==> config.mk <==
export PLATFORM = sky130hd
export DESIGN_NAME = can_frame_change_filter
export DESIGN_NICKNAME = d
export VERILOG_FILES = /design/src/design/cfcf_pkg.sv /design/src/design/can_frame_change_filter.sv /design/src/design/cfcf_ram.sv /design/src/design/cfcf_regs.sv /design/src/design/cfcf_engine.sv
export SDC_FILE = /design/constraint.sdc
export NUM_CORES = 2
export LEC_CHECK = 0
export ABC_AREA = 1
export BUFFER_PORTS_ARGS = -buffer_cell sky130_fd_sc_hd__buf_2
export CORE_MARGIN = 5
export CORE_UTILIZATION = 45
export CTS_CLUSTER_DIAMETER = 100
export CTS_CLUSTER_SIZE = 8
export DETAILED_ROUTE_END_ITERATION = 12
export REMOVE_ABC_BUFFERS = 1
export SLEW_MARGIN = 10
export SYNTH_ARGS = -nofsm -noshare
export SYNTH_HDL_FRONTEND = slang
export SYNTH_MEMORY_MAX_BITS = 65536
export SYNTH_SLANG_ARGS = --single-unit
==> constraint.sdc <==
create_clock -name clock -period 18.2 [get_ports clock]
set_clock_uncertainty 0.15 [all_clocks]
set_input_delay 3.64 -clock clock [delete_from_list [all_inputs] [get_ports clock]]
set_output_delay 3.64 -clock clock [all_outputs]
set_load 0.03 [all_outputs]
==> src/design/cfcf_pkg.sv <==
// ----------------------------------------------------------------------------
// cfcf_pkg
// Shared types, constants and helpers of the CAN frame change filter.
// ----------------------------------------------------------------------------
package cfcf_pkg;

   // table size default
   localparam int TABLE_ENTRIES_DEF = 32;

   // field widths
   localparam int ID_W   = 29;
   localparam int LEN_W  = 4;
   localparam int DATA_W = 64;
   localparam int TIME_W = 32;

   // stream and register port widths
   localparam int REQ_TDATA_W = 136;
   localparam int RSP_TDATA_W = 8;
   localparam int CSR_INDEX_W = 1;
   localparam int CSR_DATA_W  = 32;

   // register indexes
   localparam logic [CSR_INDEX_W-1:0] REG_REPRINT_INTERVAL = 1'd0;
   localparam logic [CSR_INDEX_W-1:0] REG_FILTER_ENABLE    = 1'd1;

   // register reset values
   localparam logic [TIME_W-1:0] REPRINT_INTERVAL_RESET = 32'd500;
   localparam logic              FILTER_ENABLE_RESET    = 1'b1;

   // result cause codes
   typedef enum logic [2:0] {
      CAUSE_SUPPRESSED = 3'd0,
      CAUSE_NEW        = 3'd1,
      CAUSE_CHANGED    = 3'd2,
      CAUSE_INTERVAL   = 3'd3,
      CAUSE_TABLE_FULL = 3'd4,
      CAUSE_FILTER_OFF = 3'd5
   } cause_type;

   // configuration seen by the engine
   typedef struct packed {
      logic [TIME_W-1:0] reprint_interval_ms;
      logic              change_filter_enable;
   } cfg_type;

   // one received frame
   typedef struct packed {
      logic [TIME_W-1:0] now_ms;
      logic [DATA_W-1:0] frame_data;
      logic [LEN_W-1:0]  frame_len;
      logic [ID_W-1:0]   frame_id;
   } item_type;

   // one result
   typedef struct packed {
      cause_type cause;
      logic      show_frame;
   } result_type;

   // one table entry, id in the low bits
   typedef struct packed {
      logic [TIME_W-1:0] entry_time;
      logic [DATA_W-1:0] entry_data;
      logic [LEN_W-1:0]  entry_len;
      logic [ID_W-1:0]   entry_id;
   } entry_type;

   localparam int ENTRY_W = $bits(entry_type);

   // mask of the valid data bytes, lengths above eight cover all bytes
   function automatic logic [DATA_W-1:0] byte_mask(input logic [LEN_W-1:0] len);
      logic [DATA_W-1:0] mask;
      mask = '0;
      for (int b = 0; b < DATA_W / 8; b++) begin
         if (len > LEN_W'(b)) begin
            mask[b*8 +: 8] = 8'hFF;
         end
      end
      return mask;
   endfunction

endpackage

==> src/design/can_frame_change_filter.sv <==
// ----------------------------------------------------------------------------
// can_frame_change_filter
// Passes a CAN frame only when it is new, changed or due for a repeat.
// ----------------------------------------------------------------------------
// Usage:
//   req_ channel carries one received frame per item; rsp_ channel returns
//   one result item (show_frame, cause) for every accepted frame, in order.
//   csr_ port writes the reprint interval (index 0) and the filter enable
//   (index 1); it is always ready. The user writes it only while the block idles;
//   the block itself does not enforce this.
// Scan:
//   tracked identifiers live in one entry memory that is scanned one entry
//   per cycle through its registered read port, up to the first matching
//   identifier or the last entry in use. A new frame is taken only after
//   the previous result has moved into the output register; with the
//   filter off the scan is skipped.
// Reset:
//   the fill count clears, so the table is empty; no clearing pass is needed.
//   Registers return to a 500 ms interval with the filter on.
// Stall:
//   a result waits in the output register; the next frame is still taken
//   and scanned, and its result is held until the waiting one is taken.
// ----------------------------------------------------------------------------
module can_frame_change_filter #(
   parameter int TABLE_ENTRIES = cfcf_pkg::TABLE_ENTRIES_DEF
) (
   input  logic                               clock,
   input  logic                               reset,
   // frame_id[28:0], frame_len[32:29], frame_data[96:33], now_ms[128:97], zero
   input  logic                               req_tvalid,
   output logic                               req_tready,
   input  logic [cfcf_pkg::REQ_TDATA_W-1:0]   req_tdata,
   // show_frame[0], cause[3:1], zero
   output logic                               rsp_tvalid,
   input  logic                               rsp_tready,
   output logic [cfcf_pkg::RSP_TDATA_W-1:0]   rsp_tdata,
   input  logic                               csr_valid,
   output logic                               csr_ready,
   input  logic [cfcf_pkg::CSR_INDEX_W-1:0]   csr_index,
   input  logic [cfcf_pkg::CSR_DATA_W-1:0]    csr_data
);

   cfcf_pkg::cfg_type    cfg;
   cfcf_pkg::item_type   req_item;
   cfcf_pkg::result_type rsp_result;

   // unpack the frame fields
   assign req_item.frame_id   = req_tdata[28:0];
   assign req_item.frame_len  = req_tdata[32:29];
   assign req_item.frame_data = req_tdata[96:33];
   assign req_item.now_ms     = req_tdata[128:97];

   cfcf_regs u_regs (
      .clock     (clock),
      .reset     (reset),
      .csr_valid (csr_valid),
      .csr_ready (csr_ready),
      .csr_index (csr_index),
      .csr_data  (csr_data),
      .cfg       (cfg)
   );

   cfcf_engine #(
      .TABLE_ENTRIES (TABLE_ENTRIES)
   ) u_engine (
      .clock      (clock),
      .reset      (reset),
      .cfg        (cfg),
      .req_valid  (req_tvalid),
      .req_ready  (req_tready),
      .req_item   (req_item),
      .rsp_valid  (rsp_tvalid),
      .rsp_ready  (rsp_tready),
      .rsp_result (rsp_result)
   );

   // pack the result item
   assign rsp_tdata = {4'b0000, rsp_result.cause, rsp_result.show_frame};

`ifndef ASSERT_OFF
   // only a suppressed frame is hidden
   a_show_matches_cause: assert property (@(posedge clock) disable iff (reset)
      rsp_tvalid |-> (rsp_tdata[0] == (rsp_tdata[3:1] != 3'(cfcf_pkg::CAUSE_SUPPRESSED))))
      else $error("show_frame disagrees with cause");

   // cause stays within the defined codes
   a_cause_range: assert property (@(posedge clock) disable iff (reset)
      rsp_tvalid |-> (rsp_tdata[3:1] <= 3'(cfcf_pkg::CAUSE_FILTER_OFF)))
      else $error("undefined cause code");

   // an accepted item keeps the input closed in the next cycle
   a_one_item_at_a_time: assert property (@(posedge clock) disable iff (reset)
      (req_tvalid && req_tready) |=> !req_tready)
      else $error("input taken while an item is in work");
`endif

endmodule

==> src/design/cfcf_ram.sv <==
// ----------------------------------------------------------------------------
// cfcf_ram
// Generic single-write, single-read memory with registered read data.
// ----------------------------------------------------------------------------
module cfcf_ram #(
   parameter int WIDTH = 8,
   parameter int DEPTH = 2
) (
   input  logic                                   clock,
   input  logic                                   wr_en,
   input  logic [(DEPTH > 1 ? $clog2(DEPTH) : 1)-1:0] wr_addr,
   input  logic [WIDTH-1:0]                       wr_data,
   input  logic                                   rd_en,
   input  logic [(DEPTH > 1 ? $clog2(DEPTH) : 1)-1:0] rd_addr,
   output logic [WIDTH-1:0]                       rd_data
);

   logic [WIDTH-1:0] mem_ff [DEPTH];
   logic [WIDTH-1:0] rd_data_ff;

   // write port
   always_ff @(posedge clock) begin
      if (wr_en) begin
         mem_ff[wr_addr] <= wr_data;
      end
   end

   // registered read port
   always_ff @(posedge clock) begin
      if (rd_en) begin
         rd_data_ff <= mem_ff[rd_addr];
      end
   end

   assign rd_data = rd_data_ff;

endmodule

==> src/design/cfcf_regs.sv <==
// ----------------------------------------------------------------------------
// cfcf_regs
// Configuration registers: reprint interval and filter enable.
// ----------------------------------------------------------------------------
module cfcf_regs (
   input  logic                               clock,
   input  logic                               reset,
   input  logic                               csr_valid,
   output logic                               csr_ready,
   input  logic [cfcf_pkg::CSR_INDEX_W-1:0]   csr_index,
   input  logic [cfcf_pkg::CSR_DATA_W-1:0]    csr_data,
   output cfcf_pkg::cfg_type                  cfg
);

   cfcf_pkg::cfg_type cfg_ff;
   cfcf_pkg::cfg_type cfg_in;

   // register write decode
   always_comb begin
      cfg_in = cfg_ff;
      if (csr_valid) begin
         case (csr_index)
            cfcf_pkg::REG_REPRINT_INTERVAL: begin
               cfg_in.reprint_interval_ms = csr_data;
            end
            cfcf_pkg::REG_FILTER_ENABLE: begin
               cfg_in.change_filter_enable = csr_data[0];
            end
            default: begin
               cfg_in = cfg_ff;
            end
         endcase
      end
   end

   always_ff @(posedge clock) begin
      if (reset) begin
         cfg_ff.reprint_interval_ms  <= cfcf_pkg::REPRINT_INTERVAL_RESET;
         cfg_ff.change_filter_enable <= cfcf_pkg::FILTER_ENABLE_RESET;
      end else begin
         cfg_ff <= cfg_in;
      end
   end

   assign csr_ready = 1'b1;
   assign cfg       = cfg_ff;

endmodule

==> src/design/cfcf_engine.sv <==
// ----------------------------------------------------------------------------
// cfcf_engine
// Table scan, compare and update around the entry memory, plus result register.
// ----------------------------------------------------------------------------
module cfcf_engine #(
   parameter int TABLE_ENTRIES = cfcf_pkg::TABLE_ENTRIES_DEF
) (
   input  logic                   clock,
   input  logic                   reset,
   input  cfcf_pkg::cfg_type      cfg,
   input  logic                   req_valid,
   output logic                   req_ready,
   input  cfcf_pkg::item_type     req_item,
   output logic                   rsp_valid,
   input  logic                   rsp_ready,
   output cfcf_pkg::result_type   rsp_result
);

   localparam int AW = (TABLE_ENTRIES > 1) ? $clog2(TABLE_ENTRIES) : 1;
   localparam int CW = $clog2(TABLE_ENTRIES + 1);

   typedef enum logic [2:0] {
      ST_IDLE   = 3'b001,
      ST_SCAN   = 3'b010,
      ST_RESULT = 3'b100
   } state_type;

   state_type                          state_ff, state_in;
   logic [CW-1:0]                      fill_ff, fill_in;
   logic [AW-1:0]                      raddr_ff, raddr_in;
   logic                               rvld_ff, rvld_in;
   logic [AW-1:0]                      ridx_ff, ridx_in;
   cfcf_pkg::item_type                 item_ff, item_in;
   cfcf_pkg::result_type               res_ff, res_in;
   logic                               rsp_valid_ff, rsp_valid_in;
   cfcf_pkg::result_type               rsp_ff, rsp_in;

   logic                               rd_en;
   logic [cfcf_pkg::ENTRY_W-1:0]       rd_data;
   logic                               wr_en;
   logic [AW-1:0]                      wr_addr;
   cfcf_pkg::entry_type                wr_entry;
   cfcf_pkg::entry_type                ent;

   logic [cfcf_pkg::DATA_W-1:0]        mask;
   logic [cfcf_pkg::TIME_W-1:0]        age;
   logic                               id_hit;
   logic                               changed;
   logic                               aged;
   logic                               last_idx;
   logic                               miss;
   logic                               full;

   // entry memory
   cfcf_ram #(
      .WIDTH (cfcf_pkg::ENTRY_W),
      .DEPTH (TABLE_ENTRIES)
   ) u_entry_ram (
      .clock   (clock),
      .wr_en   (wr_en),
      .wr_addr (wr_addr),
      .wr_data (wr_entry),
      .rd_en   (rd_en),
      .rd_addr (raddr_ff),
      .rd_data (rd_data)
   );

   // compare of the entry read in the previous cycle
   assign ent      = rd_data;
   assign mask     = cfcf_pkg::byte_mask(item_ff.frame_len);
   assign age      = item_ff.now_ms - ent.entry_time;
   assign id_hit   = rvld_ff && (ent.entry_id == item_ff.frame_id);
   assign changed  = (ent.entry_len != item_ff.frame_len) ||
                     (((ent.entry_data ^ item_ff.frame_data) & mask) != '0);
   assign aged     = age >= cfg.reprint_interval_ms;
   assign last_idx = (CW'(ridx_ff) == (fill_ff - CW'(1)));
   assign miss     = (fill_ff == '0) || (rvld_ff && !id_hit && last_idx);
   assign full     = (fill_ff == CW'(TABLE_ENTRIES));

   // new contents of an entry
   always_comb begin
      wr_entry.entry_time = item_ff.now_ms;
      wr_entry.entry_data = item_ff.frame_data & mask;
      wr_entry.entry_len  = item_ff.frame_len;
      wr_entry.entry_id   = item_ff.frame_id;
   end

   // control sequence
   always_comb begin
      state_in     = state_ff;
      fill_in      = fill_ff;
      raddr_in     = raddr_ff;
      item_in      = item_ff;
      res_in       = res_ff;
      rsp_valid_in = rsp_valid_ff;
      rsp_in       = rsp_ff;
      rd_en        = 1'b0;
      wr_en        = 1'b0;
      wr_addr      = ridx_ff;
      req_ready    = 1'b0;

      if (rsp_valid_ff && rsp_ready) begin
         rsp_valid_in = 1'b0;
      end

      case (state_ff)
         ST_IDLE: begin
            req_ready = 1'b1;
            if (req_valid) begin
               item_in  = req_item;
               raddr_in = '0;
               if (!cfg.change_filter_enable) begin
                  res_in.show_frame = 1'b1;
                  res_in.cause      = cfcf_pkg::CAUSE_FILTER_OFF;
                  state_in          = ST_RESULT;
               end else begin
                  state_in = ST_SCAN;
               end
            end
         end
         ST_SCAN: begin
            // one read per cycle over the filled entries
            rd_en    = (CW'(raddr_ff) < fill_ff);
            raddr_in = raddr_ff + AW'(1);
            if (id_hit) begin
               state_in          = ST_RESULT;
               res_in.show_frame = 1'b1;
               wr_addr           = ridx_ff;
               if (changed) begin
                  wr_en        = 1'b1;
                  res_in.cause = cfcf_pkg::CAUSE_CHANGED;
               end else if (aged) begin
                  wr_en        = 1'b1;
                  res_in.cause = cfcf_pkg::CAUSE_INTERVAL;
               end else begin
                  res_in.show_frame = 1'b0;
                  res_in.cause      = cfcf_pkg::CAUSE_SUPPRESSED;
               end
            end else if (miss) begin
               state_in          = ST_RESULT;
               res_in.show_frame = 1'b1;
               if (full) begin
                  res_in.cause = cfcf_pkg::CAUSE_TABLE_FULL;
               end else begin
                  wr_en        = 1'b1;
                  wr_addr      = fill_ff[AW-1:0];
                  fill_in      = fill_ff + CW'(1);
                  res_in.cause = cfcf_pkg::CAUSE_NEW;
               end
            end
         end
         ST_RESULT: begin
            // hand over once the output register is free
            if (!rsp_valid_ff || rsp_ready) begin
               rsp_valid_in = 1'b1;
               rsp_in       = res_ff;
               state_in     = ST_IDLE;
            end
         end
         default: begin
            state_in = ST_IDLE;
         end
      endcase
   end

   assign rvld_in = rd_en;
   assign ridx_in = raddr_ff;

   // control registers
   always_ff @(posedge clock) begin
      if (reset) begin
         state_ff     <= ST_IDLE;
         fill_ff      <= '0;
         rvld_ff      <= 1'b0;
         rsp_valid_ff <= 1'b0;
      end else begin
         state_ff     <= state_in;
         fill_ff      <= fill_in;
         rvld_ff      <= rvld_in;
         rsp_valid_ff <= rsp_valid_in;
      end
   end

   // payload registers
   always_ff @(posedge clock) begin
      raddr_ff <= raddr_in;
      ridx_ff  <= ridx_in;
      item_ff  <= item_in;
      res_ff   <= res_in;
      rsp_ff   <= rsp_in;
   end

   assign rsp_valid  = rsp_valid_ff;
   assign rsp_result = rsp_ff;

endmodule

==> impl_metrics.tcl <==
set metrics [dict create \
    outcome "finished clean" \
    hold_viol 0 \
    worst-path-stages 28 \
    antenna_left 0 \
    dr.pass1.iters 6 \
    synthArstFlopShare 0 \
    fin_tns_setup_ps 0 \
    synth_area_um2 175000 \
    path_buf_inv 7 \
    cts_tree "built" \
    relSlewSlack 0.150 \
    cp-end-kind "register" \
    min_period_ps 8300 \
    wl_per_cell_um 27.9 \
    fillCellCount 31600 \
    place.gp.congestion 0.838 \
    coreArea_um2 388000 \
    power_density_nw_per_um2 120 \
    syn_area_per_cell_um2 14.0 \
    synth-seq-area-share 0.760 \
    first_global_vias 108000 \
    root_buffer "clkbuf_16" \
    total_power_mw 23.9 \
    vias 110000 \
    die_x_um 634 \
    synth_cell_types 54 \
    postCtsResizedCells 0 \
    grt_max_degree 206 \
    die_h_um 634 \
    rsz0062_at_grt "false" \
    p_leak_nw 65.0 \
    numCtsBuffers 626 \
    clock-sinks 4448 \
    hp-class "register to register" \
    yosysWarnings 0 \
    hold_buffers 0 \
    peakVddDrop_mv 0.0949 \
    rows 229 \
    die_area_um2 401000 \
    finalCritPeriodShare 0.456 \
    routed_via_density 6.10 \
    grt_pass1_wl_um 724000 \
    design_area_um2 199000 \
    drc 0 \
    totalWireLength_um 503000 \
    synth_enable_flop_cells 4399 \
    yosys_register_bits 4448 \
    holdPathStages 0 \
    grt_use_total 0.243 \
    synth_cells 12500 \
    grt_overflow_total 0 \
    port_buffers 172 \
    drtIter0Drc 14300 \
    ioPinCount 185 \
    cp_slowest_stage_delay_ps 1010 \
    worstMarginPinSlew_ps 1280 \
    hpwlAfterDp_um 237000 \
    crit_path_max_fanout 36 \
    drive_above_1_share 0.0965 \
    seq_area_um2 133000 \
    post_cts.repair.setup_buffers 0 \
    timing.hold.ws_ps 270 \
    h-tree-depth 6 \
    antenna_found_initial 15 \
    final_nets 13000 \
    slew_viol_final 0 \
    multiInputGateArea_um2 37600 \
    placed_area_um2 182000 \
    criticalPathCategory "register to register" \
    cap_violations 0 \
    critPathTopFamily "buffers and inverters" \
    synthFlopType "edfxtp_1" \
    start_kind "register" \
    worstPathRequired_ps 18660 \
    syn_to_final_growth_pct 13.6 \
    initial_core_util 0.451 \
    clock_path_buffers 4 \
    max_freq_ghz 0.120 \
    path_common_cell "nand2_1" \
    cp_slowest_cell "edfxtp_1" \
    cp_data_arrival_time_ps 8760 \
    rr_worst_depth 28 \
    clk_pin_slew_worst_paths_ps 50 \
    finalSetupViolCount 0 \
    clk_latency_ps 1040 \
]
## metrics by stage
stage	std cells	utilization	setup WS, ps
floorplan	11600	-	-154960
global placement	17300	0.468	9880
detailed placement	17300	0.468	9900
CTS	18000	0.512	9880
global route	18000	0.512	9320
finish	18000	0.512	9900
## metal layers
layer	vias up	GRT usage	share of wire
li1	47500	-	-
met1	56100	0.334	0.41
met4	4	0.0797	0.034
met5	-	0	0.000056
met2	5443	0.395	0.47
met3	996	0.0423	0.088
## registers in the layout, summed over array words and instances, names as in the netlist
signal and flops:
u_engine.rsp_valid 1, u_engine.u_entry_ram.mem_ff 4128, u_engine.ridx_ff 5, u_engine.item_ff 129, u_engine.state_ff 3, u_engine.rsp_result 4
u_engine.u_entry_ram.rd_data 129, u_engine.fill_ff 6, u_engine.res_ff 4, u_regs.cfg 33, u_engine.raddr_ff 5, u_engine.rvld_ff 1
## layout by cell type (no fill, tap or decap), drive strengths merged, types with 2 or more instances in the layout
master / instances
edfxtp: 4399
nor2: 2740
o21ai: 1216
o32ai: 679
clkbuf: 674
nand2: 588
buf: 478
o221ai: 354
inv: 281
mux2i: 278
a21oi: 270
a31oi: 217
nand3: 186
nor3: 125
ha: 70
xnor2: 62
dfxtp: 49
o211a: 44
xor2: 38
clkinv: 32
o211ai: 10
nand4: 10
diode: 8
o21bai: 5
o21a: 5
a21boi: 5
conb: 5
nor4: 3
a21o: 3
a221oi: 3
o2111ai: 2
o22ai: 2
nor3b: 2
## kinds of logic after synthesis
logic type,synth area share
AOI/OAI and AO/OA,0.106
xor gates and xnor gates,0.00500
adders and majority gates,0.00512
other,0.0000429
buffers and inverters,0.0257
and+or+nand+nor,0.0815
muxes,0.0159
DFF,0.760
## final timing paths
kind | from | endpoint | slack, ps
worst max-delay path | u_engine.item_ff[97]$_DFFE_PP_ | u_engine.u_entry_ram.mem_ff[8][92]$_DFFE_PP_ | 9900
worst min-delay path | u_engine.res_ff[1]$_SDFFCE_PN1P_ | u_engine.rsp_result[1]$_DFFE_PP_ | 270
worst max register to register | u_engine.item_ff[97]$_DFFE_PP_ | u_engine.u_entry_ram.mem_ff[8][92]$_DFFE_PP_ | 9900
worst min register to register | u_engine.res_ff[1]$_SDFFCE_PN1P_ | u_engine.rsp_result[1]$_DFFE_PP_ | 270
## area by class of cell
class / instances / area share
clock inverters: 57 / 0.00521
repair buffers: 478 / 0.0179
multi-input cells: 6929 / 0.189
flip-flops and latches: 4448 / 0.670
diodes: 8 / 0.000101
well taps: 5197 / 0.0327
inverters: 257 / 0.00508
clock buffers: 674 / 0.0802
## synthesized netlist by cell type (3+ instances only)
cell         n  area (um^2)
mux2i_1    278         2780
buf_1       43          161
inv_1      246          923
inv_2       10         37.5
o21ai_0   1214         6080
buf_4       25          188
nand4_1     10         62.6
nand2_2      8         50.1
a221oi_1     3         26.3
clkbuf_1   594         2230
nand2_1    578         2170
nor3_2       5         50.1
buf_2      186          931
a31oi_1    217         1360
o32ai_1    679         5950
nand3_1    185          926
nor4_1       3         18.8
o21a_1       5         37.5
a21o_1       3         22.5
o21bai_1     5         37.5
a21boi_0     5         37.5
nor2_1    2736        10300
dfxtp_1     49          981
xor2_1      38          333
nor3_1     119          596
o221ai_1   354         3100
o211ai_1    10         75.1
o211a_1     44          440
xnor2_1     62          543
a21oi_1    268         1340
edfxtp_1  4399       132000
ha_1        70          876
## power breakdown
part | switching [mW] | leakage, nW | internal, mW
logic | 1.46 | 16.6 | 0.565
clock network | 4.13 | 8.27 | 6.16
registers | 0.0776 | 40.2 | 11.5
total | 5.67 | 65.0 | 18.2
(Power assumes the default switching activity.)
